===== config.mk =====
export PLATFORM = sky130hd
export DESIGN_NAME = front_coded_block_decoder_flat
export DESIGN_NICKNAME = d
export VERILOG_FILES = /design/src/hw/rtl/fcbd_pkg.sv /design/src/hw/rtl/fcbd_if.sv /design/src/hw/rtl/fcbd_store.sv /design/src/hw/rtl/fcbd_core.sv /design/src/hw/rtl/front_coded_block_decoder.sv /design/src/flat_wrapper.sv
export SDC_FILE = /design/constraint.sdc
export NUM_CORES = 1
export LEC_CHECK = 0
export ABC_CLOCK_PERIOD_IN_PS = 7600
export BUFFER_PORTS_ARGS = -buffer_cell sky130_fd_sc_hd__buf_2
export CORE_UTILIZATION = 67
export DETAILED_ROUTE_END_ITERATION = 10
export PLACE_DENSITY = 0.95
export SETUP_SLACK_MARGIN = 0.05
export SYNTH_ARGS = -nofsm -noshare
export SYNTH_HDL_FRONTEND = slang
export SYNTH_SLANG_ARGS = --single-unit

===== constraint.sdc =====
create_clock -name clk -period 7.6 [get_ports clk]
set_clock_uncertainty 0.15 [all_clocks]
set_input_delay 1.14 -clock clk [delete_from_list [all_inputs] [get_ports clk]]
set_output_delay 1.14 -clock clk [all_outputs]
set_load 0.02 [all_outputs]

===== src/hw/rtl/fcbd_pkg.sv =====
// fcbd_pkg: shared types of the front-coded block decoder
// result record, decode phase and sequencer state encodings
// no dependencies
`default_nettype none

package fcbd_pkg;

  // one rebuilt character or word terminator
  typedef struct packed {
    logic [7:0] out_char;
    logic [3:0] word_index;
    logic       word_end;
    logic       length_error;
    logic       run_last;
  } result_t;

  // what the next input byte means
  typedef enum logic [2:0] {
    PH_FIRST  = 3'b001,
    PH_PREFIX = 3'b010,
    PH_CHAR   = 3'b100
  } phase_t;

  // sequencer states of the decode core
  typedef enum logic [2:0] {
    ST_IDLE = 3'b001,
    ST_READ = 3'b010,
    ST_EMIT = 3'b100
  } state_t;

endpackage

`default_nettype wire


===== src/hw/rtl/fcbd_if.sv =====
// fcbd_in_if / fcbd_out_if: valid-ready channels of the decoder
// byte stream in, rebuilt characters out; no dependencies
`default_nettype none

interface fcbd_in_if;
  logic       valid;
  logic       ready;
  logic [7:0] in_byte;
  logic       block_start;

  modport source (output valid, output in_byte, output block_start, input ready);
  modport sink (input valid, input in_byte, input block_start, output ready);
endinterface

interface fcbd_out_if;
  logic       valid;
  logic       ready;
  logic [7:0] out_char;
  logic [3:0] word_index;
  logic       word_end;
  logic       length_error;
  logic       run_last;

  modport source (output valid, output out_char, output word_index, output word_end,
                  output length_error, output run_last, input ready);
  modport sink (input valid, input out_char, input word_index, input word_end,
                input length_error, input run_last, output ready);
endinterface

`default_nettype wire


===== src/hw/rtl/fcbd_store.sv =====
// fcbd_store: character store of the word being rebuilt
// one write port, one registered read port; no dependencies
`default_nettype none

module fcbd_store #(
  parameter int MAX_LEN = 32
) (
  input  wire logic                       clk,
  input  wire logic                       we,
  input  wire logic [$clog2(MAX_LEN)-1:0] waddr,
  input  wire logic [7:0]                 wdata,
  input  wire logic                       re,
  input  wire logic [$clog2(MAX_LEN)-1:0] raddr,
  output      logic [7:0]                 rdata
);

  logic [7:0] mem [MAX_LEN];

  always_ff @(posedge clk) begin
    if (we) begin
      mem[waddr] <= wdata;
    end
  end

  always_ff @(posedge clk) begin
    if (re) begin
      rdata <= mem[raddr];
    end
  end

endmodule

`default_nettype wire


===== src/hw/rtl/fcbd_core.sv =====
// fcbd_core: decode sequencer with one shared position incrementer
// depends on fcbd_pkg; drives the fcbd_store ports
`default_nettype none

module fcbd_core #(
  parameter int BLOCK_WORDS = 16,
  parameter int MAX_LEN     = 32
) (
  input  wire logic                       clk,
  input  wire logic                       rst,
  input  wire logic                       in_fire,
  input  wire logic [7:0]                 in_byte,
  input  wire logic                       in_block_start,
  input  wire logic                       slot_free,
  output      logic                       idle,
  output      logic                       emit,
  output      fcbd_pkg::result_t          res,
  output      logic                       mem_we,
  output      logic [$clog2(MAX_LEN)-1:0] mem_waddr,
  output      logic [7:0]                 mem_wdata,
  output      logic                       mem_re,
  output      logic [$clog2(MAX_LEN)-1:0] mem_raddr,
  input  wire logic [7:0]                 mem_rdata
);

  localparam int AW = $clog2(MAX_LEN);
  localparam int CW = $clog2(BLOCK_WORDS);
  localparam logic [AW-1:0] LAST_SLOT = AW'(MAX_LEN - 1);
  localparam logic [CW-1:0] LAST_WORD = CW'(BLOCK_WORDS - 1);

  fcbd_pkg::state_t state, state_next;
  fcbd_pkg::phase_t phase, phase_next;
  logic [AW-1:0] wpos, wpos_next;
  logic [AW-1:0] wlen, wlen_next;
  logic [AW-1:0] plen, plen_next;
  logic [CW-1:0] wc, wc_next;
  logic          err, err_next;

  fcbd_pkg::phase_t bs_phase;
  logic [CW-1:0]   wc_cur;
  logic [CW-1:0]   wc_sel;
  logic [CW+3:0]   wc_wide;
  logic            fresh;
  logic [AW-1:0]   pos_sel;
  logic [AW-1:0]   pos_inc;
  logic            err_sel;
  logic            room;
  logic            over;
  logic [AW-1:0]   pfx;

  assign bs_phase = in_block_start ? fcbd_pkg::PH_FIRST : phase;
  assign wc_cur   = in_block_start ? '0 : wc;
  assign wc_sel   = (state == fcbd_pkg::ST_IDLE) ? wc_cur : wc;
  assign wc_wide  = {4'b0000, wc_sel};
  assign fresh    = (state == fcbd_pkg::ST_IDLE) && (bs_phase == fcbd_pkg::PH_FIRST);
  assign pos_sel  = fresh ? '0 : wpos;
  assign err_sel  = fresh ? 1'b0 : err;
  // shared position unit: one incrementer and its compares
  assign pos_inc  = pos_sel + AW'(1);
  assign room     = (pos_sel != LAST_SLOT);
  assign over     = (in_byte > {{(8 - AW){1'b0}}, wlen});
  assign pfx      = over ? wlen : in_byte[AW-1:0];

  assign idle      = (state == fcbd_pkg::ST_IDLE);
  assign mem_waddr = pos_sel;
  assign mem_wdata = in_byte;
  assign mem_raddr = wpos;

  always_comb begin
    state_next       = state;
    phase_next       = phase;
    wpos_next        = wpos;
    wlen_next        = wlen;
    plen_next        = plen;
    wc_next          = wc;
    err_next         = err;
    emit             = 1'b0;
    mem_we           = 1'b0;
    mem_re           = 1'b0;
    res.out_char     = 8'h00;
    res.word_index   = wc_wide[3:0];
    res.word_end     = 1'b0;
    res.length_error = err_sel;
    res.run_last     = 1'b1;
    unique case (state)
      fcbd_pkg::ST_IDLE: begin
        if (in_fire) begin
          wc_next = wc_cur;
          if (bs_phase == fcbd_pkg::PH_PREFIX) begin
            wpos_next  = '0;
            plen_next  = pfx;
            err_next   = over;
            phase_next = fcbd_pkg::PH_CHAR;
            if (pfx != '0) begin
              state_next = fcbd_pkg::ST_READ;
            end
          end else if (in_byte != 8'h00) begin
            phase_next = fcbd_pkg::PH_CHAR;
            if (room) begin
              mem_we       = 1'b1;
              wpos_next    = pos_inc;
              err_next     = err_sel;
              emit         = 1'b1;
              res.out_char = in_byte;
            end else begin
              wpos_next = pos_sel;
              err_next  = 1'b1;
            end
          end else begin
            emit         = 1'b1;
            res.word_end = 1'b1;
            wlen_next    = pos_sel;
            wpos_next    = '0;
            err_next     = 1'b0;
            if (wc_cur == LAST_WORD) begin
              wc_next    = '0;
              phase_next = fcbd_pkg::PH_FIRST;
            end else begin
              wc_next    = wc_cur + CW'(1);
              phase_next = fcbd_pkg::PH_PREFIX;
            end
          end
        end
      end
      fcbd_pkg::ST_READ: begin
        mem_re     = 1'b1;
        state_next = fcbd_pkg::ST_EMIT;
      end
      fcbd_pkg::ST_EMIT: begin
        if (slot_free) begin
          emit         = 1'b1;
          res.out_char = mem_rdata;
          res.run_last = (pos_inc == plen);
          wpos_next    = pos_inc;
          state_next   = (pos_inc == plen) ? fcbd_pkg::ST_IDLE : fcbd_pkg::ST_READ;
        end
      end
      default: begin
        state_next = fcbd_pkg::ST_IDLE;
      end
    endcase
  end

  always_ff @(posedge clk) begin
    if (rst) begin
      state <= fcbd_pkg::ST_IDLE;
      phase <= fcbd_pkg::PH_FIRST;
      wpos  <= '0;
      wlen  <= '0;
      wc    <= '0;
      err   <= 1'b0;
    end else begin
      state <= state_next;
      phase <= phase_next;
      wpos  <= wpos_next;
      wlen  <= wlen_next;
      wc    <= wc_next;
      err   <= err_next;
    end
  end

  always_ff @(posedge clk) begin
    plen <= plen_next;
  end

endmodule

`default_nettype wire


===== src/hw/rtl/front_coded_block_decoder.sv =====
// front_coded_block_decoder: rebuilds words from front-coded block bytes
// a terminator or stored character byte is registered as a result in the next cycle
// throughput: such bytes go one per cycle while the consumer keeps taking results
// a prefix byte replaying p characters holds the input off while each character is read on
//   the store's registered read port and then emitted once the output slot is free
// reset: synchronous, active high; clears phase, counters and output valid, not the store
`default_nettype none

module front_coded_block_decoder #(
  parameter int BLOCK_WORDS = 16,
  parameter int MAX_LEN     = 32
) (
  input wire logic  clk,
  input wire logic  rst,
  fcbd_in_if.sink   in_stream,
  fcbd_out_if.source out_stream
);

  localparam int AW = $clog2(MAX_LEN);

  // core to output register
  logic              core_idle;
  logic              emit;
  fcbd_pkg::result_t res;
  logic              slot_free;
  logic              in_fire;

  // store ports
  logic          mem_we;
  logic [AW-1:0] mem_waddr;
  logic [7:0]    mem_wdata;
  logic          mem_re;
  logic [AW-1:0] mem_raddr;
  logic [7:0]    mem_rdata;

  // output register parts the core from the consumer
  logic              out_valid;
  fcbd_pkg::result_t out_reg;

  // the slot is free when empty or being drained this cycle
  assign slot_free       = !out_valid || out_stream.ready;
  // a byte is taken only when the sequencer is idle and its result has room
  assign in_stream.ready = core_idle && slot_free;
  assign in_fire         = in_stream.valid && in_stream.ready;

  fcbd_core #(
    .BLOCK_WORDS (BLOCK_WORDS),
    .MAX_LEN     (MAX_LEN)
  ) u_core (
    .clk            (clk),
    .rst            (rst),
    .in_fire        (in_fire),
    .in_byte        (in_stream.in_byte),
    .in_block_start (in_stream.block_start),
    .slot_free      (slot_free),
    .idle           (core_idle),
    .emit           (emit),
    .res            (res),
    .mem_we         (mem_we),
    .mem_waddr      (mem_waddr),
    .mem_wdata      (mem_wdata),
    .mem_re         (mem_re),
    .mem_raddr      (mem_raddr),
    .mem_rdata      (mem_rdata)
  );

  // word characters; previous word's prefix is replayed from here
  fcbd_store #(
    .MAX_LEN (MAX_LEN)
  ) u_store (
    .clk   (clk),
    .we    (mem_we),
    .waddr (mem_waddr),
    .wdata (mem_wdata),
    .re    (mem_re),
    .raddr (mem_raddr),
    .rdata (mem_rdata)
  );

  // valid flag of the output register
  always_ff @(posedge clk) begin
    if (rst) begin
      out_valid <= 1'b0;
    end else if (emit) begin
      out_valid <= 1'b1;
    end else if (out_stream.ready) begin
      out_valid <= 1'b0;
    end
  end

  // result payload, loaded on each new transaction from the core
  always_ff @(posedge clk) begin
    if (emit) begin
      out_reg <= res;
    end
  end

  assign out_stream.valid        = out_valid;
  assign out_stream.out_char     = out_reg.out_char;
  assign out_stream.word_index   = out_reg.word_index;
  assign out_stream.word_end     = out_reg.word_end;
  assign out_stream.length_error = out_reg.length_error;
  assign out_stream.run_last     = out_reg.run_last;

`ifndef NO_ASSERTIONS
  // the core never overwrites a result that has not been taken
  a_emit_room: assert property (@(posedge clk) disable iff (rst)
    emit |-> slot_free)
    else $error("result emitted into an occupied output register");

  // a terminator always closes the run of its input byte
  a_end_last: assert property (@(posedge clk) disable iff (rst)
    out_valid && out_reg.word_end |-> out_reg.run_last)
    else $error("word terminator not marked as last result");

  // replayed prefix characters are never terminators
  a_replay_char: assert property (@(posedge clk) disable iff (rst)
    emit && !core_idle |-> !res.word_end)
    else $error("terminator produced during prefix replay");

  // no input transaction while the core is replaying
  a_busy_block: assert property (@(posedge clk) disable iff (rst)
    emit && !core_idle && !res.run_last |=> !in_fire)
    else $error("input taken in the middle of a replay");
`endif

endmodule

`default_nettype wire

===== src/flat_wrapper.sv =====
// flat-port wrapper written by rule: the top's interface ports become plain ports
module front_coded_block_decoder_flat 
#(
  parameter int BLOCK_WORDS = 16,
  parameter int MAX_LEN     = 32
)
  (clk, rst, in_stream_valid, in_stream_in_byte, in_stream_block_start, in_stream_ready, out_stream_valid, out_stream_out_char, out_stream_word_index, out_stream_word_end, out_stream_length_error, out_stream_run_last, out_stream_ready);
  fcbd_in_if in_stream_i ();
  fcbd_out_if out_stream_i ();
  input wire logic clk;
  input wire logic rst;
  input wire logic [$bits(in_stream_i.valid)-1:0] in_stream_valid;
  input wire logic [$bits(in_stream_i.in_byte)-1:0] in_stream_in_byte;
  input wire logic [$bits(in_stream_i.block_start)-1:0] in_stream_block_start;
  output wire logic [$bits(in_stream_i.ready)-1:0] in_stream_ready;
  output wire logic [$bits(out_stream_i.valid)-1:0] out_stream_valid;
  output wire logic [$bits(out_stream_i.out_char)-1:0] out_stream_out_char;
  output wire logic [$bits(out_stream_i.word_index)-1:0] out_stream_word_index;
  output wire logic [$bits(out_stream_i.word_end)-1:0] out_stream_word_end;
  output wire logic [$bits(out_stream_i.length_error)-1:0] out_stream_length_error;
  output wire logic [$bits(out_stream_i.run_last)-1:0] out_stream_run_last;
  input wire logic [$bits(out_stream_i.ready)-1:0] out_stream_ready;
  assign in_stream_i.valid = in_stream_valid;
  assign in_stream_i.in_byte = in_stream_in_byte;
  assign in_stream_i.block_start = in_stream_block_start;
  assign in_stream_ready = in_stream_i.ready;
  assign out_stream_valid = out_stream_i.valid;
  assign out_stream_out_char = out_stream_i.out_char;
  assign out_stream_word_index = out_stream_i.word_index;
  assign out_stream_word_end = out_stream_i.word_end;
  assign out_stream_length_error = out_stream_i.length_error;
  assign out_stream_run_last = out_stream_i.run_last;
  assign out_stream_i.ready = out_stream_ready;
  front_coded_block_decoder #(.BLOCK_WORDS(BLOCK_WORDS), .MAX_LEN(MAX_LEN)) u_core (.clk(clk), .rst(rst), .in_stream(in_stream_i), .out_stream(out_stream_i));
endmodule

### After elaboration in Yosys (flattened, before gate mapping)

Memories as Yosys holds them, arrays and structs flattened. A register that Yosys moved wholly into a read port is not among the register bits.
Index checks and enable logic that the tools add are counted.

| storage, ports and cells | value |
|---|---|
| register bits | 42 |
| bits in read-only memories | 0 |
| bits of input ports | 13 |
| logic and storage cells | 98 |
| memories kept | 1 |
| bits in latches | 0 |
| bits in writable memories | 256 |

Memory list:

| memory | words | bits a word | read ports | clocked after memory_dff | wr ports | line | RTL |
|---|---|---|---|---|---|---|---|
| u_core.u_store.mem | 32 | 8 | 1 | 1 | 1 | fcbd_store.sv:17 | `logic [7:0] mem [MAX_LEN];` |

| operators by class | value |
|---|---|
| order comparisons | 1 |
| bitwise gates (word level) | 4 |
| reduce and logical (&&, ||, !) cells | 16 |
| $mul | 0 |
| mux-type cells | 49 |
| equality and inequality tests | 12 |
| divide/modulo/power cells | 0 |
| shift operators | 0 |
| $add $sub $neg | 2 |

Operators by type and width:

| cell | number |
|---|---|
| 2-to-1 mux 8 bit | 5 |
| 2-to-1 mux 5 bit | 7 |
| 2-to-1 mux 3 bit | 7 |
| 2-to-1 mux 4 bit | 5 |
| 2-to-1 mux 1 bit | 19 |
| case mux 8 bit (2 select lines) | 1 |
| case mux 5 bit (2 select lines) | 1 |
| case mux 3 bit (3 select lines) | 1 |
| > comparator 8 x 5 -> 1 bit | 1 |
| inequality test 2 bit (second input constant) | 4 |
| AND reduction 4 bit | 2 |
| nonzero test 8 bit | 1 |
| equality test 3 x 1 -> 1 bit (second input constant) | 2 |
| equality test 3 x 2 -> 1 bit (second input constant) | 2 |
| AND reduction 3 bit | 2 |
| adder 5 x 1 -> 5 bit (second input constant) | 1 |
| equality test 5 bit | 1 |
| inequality test 5 bit (second input constant) | 1 |
| nonzero test 5 bit | 1 |
| adder 4 x 1 -> 4 bit (second input constant) | 1 |
| equality test 4 bit (second input constant) | 1 |
| 2-to-1 mux 2 bit | 2 |
| inverter 1 bit | 4 |
| AND reduction 2 bit | 2 |
| other kinds (7) | 10 |

### Depth between registers and ports, before layout

| logic depth | value |
|---|---|
| depth after elaboration | 12 |
| mapped depth | 12 |
| mapped depth without buffers | 10 |

### Cells and area by module

Synthesis repeated with hierarchy kept, for this count alone.

| second synthesis, totals | value |
|---|---|
| cells, all modules | 653 |
| area, all modules | 12490.7 sq um |

Modules (own cells, without submodules):

| module | cells each | times used | sequential area each (sq um) | area an instance (sq um) |
|---|---|---|---|---|
| fcbd_store | 417 | 1 | 7927.6 | 10133.5 |
| fcbd_core | 215 | 1 | 570.5 | 1851.8 |
| front_coded_block_decoder | 21 | 1 | 470.5 | 505.5 |

### Worst setup path before layout

Ideal clock, no wire load.

| path | value |
|---|---|
| kind | input -> register |
| from | in in_stream_block_start |
| to | mem u_core.u_store.mem[10][0], enable pin |
| buffers on the path | 3 |
| stages on the path | 11 |
| path slack | 3653 ps |
| data required time | 7080 ps |
| arrival | 3427 ps |
| setup time | 370 ps |
| cell sequence | clkbuf_1 > o21ai_1 > clkbuf_1 > nand3_1 > inv_1 > and3_1 > ha_1 > nor4_2 > buf_4 > nand2_2 > nor2_1 |

| on the way | value |
|---|---|
| word-level cells in the longest chain between the ends | 12 |

Ends and longest elaborated chain:

| element | line | RTL |
|---|---|---|
| start, declared | flat_wrapper.sv:14 | `input wire logic [$bits(in_stream_i.block_start)-1:0] in_stream_block_start;` |
| 2-to-1 mux 3 bit (*) | fcbd_core.sv:51 | `assign bs_phase = in_block_start ? fcbd_pkg::PH_FIRST : phase;` |
| equality test 3 x 1 -> 1 bit | fcbd_core.sv:55 | `assign fresh = (state == fcbd_pkg::ST_IDLE) && (bs_phase == fcbd_pkg::PH_FIRST);` |
| logical AND 1 bit | fcbd_core.sv:55 |  |
| 2-to-1 mux 5 bit | fcbd_core.sv:56 | `assign pos_sel = fresh ? '0 : wpos;` |
| inequality test 5 bit | fcbd_core.sv:60 | `assign room = (pos_sel != LAST_SLOT);` |
| 2-to-1 mux 1 bit | fcbd_core.sv:99 | `if (room) begin` |
| 2-to-1 mux 1 bit | fcbd_core.sv:97 | `end else if (in_byte != 8'h00) begin` |
| 2-to-1 mux 1 bit | fcbd_core.sv:89 | `if (bs_phase == fcbd_pkg::PH_PREFIX) begin` |
| 2-to-1 mux 1 bit | fcbd_core.sv:87 | `if (in_fire) begin` |
| 2-to-1 mux 1 bit | fcbd_core.sv:85 | `unique case (state)` |
| 2-to-1 mux 1 bit | fcbd_store.sv:20 | `if (we) begin` |
| 2-to-1 mux 1 bit (implied by the code) | fcbd_store.sv:21 | `mem[waddr] <= wdata;` |
| end, declared | fcbd_store.sv:17 |  |

Every way passes the cells marked *; elsewhere a longest branch is shown, timed or not.

### Worst setup path in the final report

| path | value |
|---|---|
| from | reg u_core.u_core.state[0] |
| to | mem u_core.u_store.mem[23][0], enable pin |

| on the way | value |
|---|---|
| word-level cells in the longest chain between the ends | 11 |

Ends and longest elaborated chain:

| element | line | RTL |
|---|---|---|
| start, declared | fcbd_core.sv:31 | `fcbd_pkg::state_t state, state_next;` |
| start signal, assigned | fcbd_core.sv:146 | `state <= fcbd_pkg::ST_IDLE;` |
| start signal, assigned | fcbd_core.sv:153 | `state <= state_next;` |
| equality test 3 x 1 -> 1 bit (*) | fcbd_core.sv:55 |  |
| logical AND 1 bit (*) | fcbd_core.sv:55 |  |
| 2-to-1 mux 5 bit (*) | fcbd_core.sv:56 |  |
| via u_core.mem_waddr[0] | front_coded_block_decoder.sv:30 | `logic [AW-1:0] mem_waddr;` |
| inequality test 5 bit | fcbd_core.sv:60 |  |
| 2-to-1 mux 1 bit | fcbd_core.sv:99 |  |
| 2-to-1 mux 1 bit | fcbd_core.sv:97 |  |
| 2-to-1 mux 1 bit | fcbd_core.sv:89 |  |
| 2-to-1 mux 1 bit | fcbd_core.sv:87 |  |
| 2-to-1 mux 1 bit | fcbd_core.sv:85 |  |
| 2-to-1 mux 1 bit | fcbd_store.sv:20 |  |
| 2-to-1 mux 1 bit (implied by the code) | fcbd_store.sv:21 |  |

The timed path passes the listed nets; every way through them passes the cells marked *.

==> impl_metrics.yaml <==
run_status:
  status: "finished, violations left"
  violations: "DRC"
sta:
  rsz0062_at_grt: "no"
  period_share: 0.680
  slew_viol_final: 0
  hold_violations: 0
  max_freq_mhz: 194
  relSlewSlack: 0.196
  tightest_slew_ns: 1.20
  fin_setup_tns_ns: 0
  setup_viol: 0
  period_minus_slack_ns: 5.17
synthesis:
  yosysSeqAreaShare: 0.720
  synth_cells: 673
  synth_area_leaders: "edfxtp_1, mux4_2, dfxtp_1"
  synth_seq_cells: 306
  synthFlopType: "edfxtp_1"
  yosys.cell_count.top_type: "edfxtp_1"
  netlist_area_mm2: 0.0125
  synthDistinctLibCells: 54
  syn_nets: 696
  ys_async_sr_fraction: 0
  avgSynthCellArea_um2: 18.5
  netlist_top_cells_count: "edfxtp_1, mux4_2, nor2_1"
  ys_warn_count: 0
  synth_top_cell_by_area: "edfxtp_1"
  synth_edf_count: 284
  yosys.area.top_type_share: 0.685
clocking:
  clk_pin_slew_ns: 0.07
  h-tree-depth: 1
  cts_tree: "yes"
  cts_setup_buffers: 0
  cts_buffer_depth: 3
  cts_made_buffers: 28
  cts_hold_buf: 0
  cts_resized: 0
  cts.sinks: 306
  clk_latency_ns: 0.56
  cts_root_buf: "clkbuf_16"
cells_and_area:
  final_core_util: 0.759
  final_cells: 955
  fill_cells: 882
  area_growth_pct: 10.2
  diodes: 0
  fin_nets: 728
  drive_gt1_frac: 0.247
global_route:
  antenna_found_initial: 0
  overflow: 0
  grt_max_degree: 74
  grt_pass1_wl_mm: 44.3
  track_usage: 0.325
  grt_pass1_vias: 6870
drt:
  routedWlPerCell_um: 30.8
  antenna_left: 0
  via_per_inst: 7.18
  drcViolationCount: 6
  vias: 6859
  first_pass_iters: 8
  drtIter0Drc: 1100
  wirelength_mm: 29.4
place:
  dp_hpwl_mm: 16.7
  dp.cells: 904
  portBuffers: 29
  place_congestion: 0.954
power:
  p_leak_nw: 4.38
  irDropWorstVdd_mv: 0.222
  power_density_mw_per_mm2: 256
critical_path:
  timing.rr.start: "u_core.u_core.state[0]"
  arrival_ns: 5.19
  endpoint: "u_core.u_store.mem[23][0]"
  crit_type: "reg2reg"
  cp-end-kind: "flip-flop"
  critPathMaxFanout: 15
  r2r_end: "u_core.u_store.mem[23][0]"
  start_kind: "flip-flop"
  rr_worst_depth: 10
  rrSetupSlack_ns: 2.43
  startpoint: "u_core.u_core.state[0]"
  crit_required_ns: 7.62
job:
  cap_violations: 0
floorplanning:
  die-area_mm2: 0.0191
  rows: 49
  die_w_um: 138
  core-area_mm2: 0.0181
  num_io_pins: 30
  start_util: 0.689
  die_y_um: 138
hold_path:
  hp-class: "reg2reg"
  whs_path_depth: 2
==> routing by layer <==
| metal | share of wire | GRT usage | up-vias |
|---|---|---|---|
| li1 | - | - | 2772 |
| met3 | 0.11 | 0.0516 | 98 |
| met1 | 0.37 | 0.458 | 3418 |
| met2 | 0.48 | 0.515 | 571 |
| met5 | 0 | 0 | - |
| met4 | 0.044 | 0.142 | 0 |
==> cell families (layout without fill, tap and decap cells) <==
| logic type | after synthesis | in the layout | synth area share |
|---|---|---|---|
| DFF | 306 | 306 | 0.720 |
| and+or+nand+nor | 150 | 150 | 0.0603 |
| muxes | 91 | 91 | 0.154 |
| AOI/OAI and AO/OA | 63 | 63 | 0.0343 |
| buffers and inverters | 47 | 100 | 0.0168 |
| adders and majority gates | 10 | 10 | 0.0100 |
| xor gates and xnor gates | 6 | 6 | 0.00422 |
==> where the power goes <==
group | internal [mW] | leakage, nW | switching, mW
Clock | 0.862 | 0.467 | 0.613
Sequential | 1.85 | 2.76 | 0.0108
Combinational | 0.0698 | 1.15 | 0.106
==> worst max-delay path: stages (launching register included) <==
cell,delay (ns)
dfxtp_1,0.40
nor3b_1,0.44
o21ai_1,0.13
buf_4,0.22
nand2_1,0.16
inv_1,0.13
and3_1,0.20
ha_1,0.28
nor4_2,1.04
nand3_1,0.78
nor2_1,0.83
==> worst min path at each step <==
stage                            startpoint           endpoint  slack (ns)
after floorplan           u_core.u_core.err  u_core.u_core.err        0.28
after global placement    u_core.u_core.err  u_core.u_core.err        0.29
after detailed placement  u_core.u_core.err  u_core.u_core.err        0.31
after CTS                 u_core.u_core.err  u_core.u_core.err        0.33
after global routing      u_core.u_core.err  u_core.u_core.err        0.36
final                     u_core.u_core.err  u_core.u_core.err        0.35
==> flip-flops by register name, indices dropped and copies added, names as in the netlist <==
name / count
u_core.out_stream.valid: 1
u_core.u_store.mem: 256
u_core.out_stream.out_char: 8
u_core.u_core.phase: 3
u_core.u_core.state: 3
u_core.u_core.mem_raddr: 5
u_core.out_stream.length_error: 1
u_core.u_core.plen: 5
u_core.u_store.rdata: 8
u_core.u_core.wlen: 5
u_core.u_core.wc: 4
u_core.out_stream.word_end: 1
u_core.u_core.err: 1
u_core.out_stream.word_index: 4
u_core.out_stream.run_last: 1
==> layout make-up <==
cell class	instances	area, um^2	area share
Inverter	13	48.8	0.00355
Clock inverter	18	206	0.0150
Multi-Input combinational cell	320	3280	0.239
Timing Repair Buffer	36	198	0.0144
Sequential cell	306	8970	0.653
Clock buffer	33	741	0.0539
Tap cell	229	287	0.0209
==> per-stage QoR <==
stage | hold slack, ns | worst slack (ns) | total power [mW] | instance area [um^2]
floorplan | 0.277 | 3.65 | 2.00 | 12500
global placement | 0.287 | 2.59 | 2.06 | 12800
detailed placement | 0.310 | 2.22 | 2.07 | 12800
CTS | 0.334 | 2.63 | 3.52 | 13700
global route | 0.364 | 2.31 | 3.58 | 13700
finish | 0.347 | 2.43 | 3.51 | 13700
==> placed cells by master, fill, tap and decap left out, types with 13 or more instances in the layout <==
cell type,instances
mux4_2,80
edfxtp_1,284
clkbuf_16,29
a21oi_1,20
nor2_1,61
inv_1,13
nand2_1,30
buf_2,29
dfxtp_1,20
No activity file was read; power rests on OpenSTA's default activity.
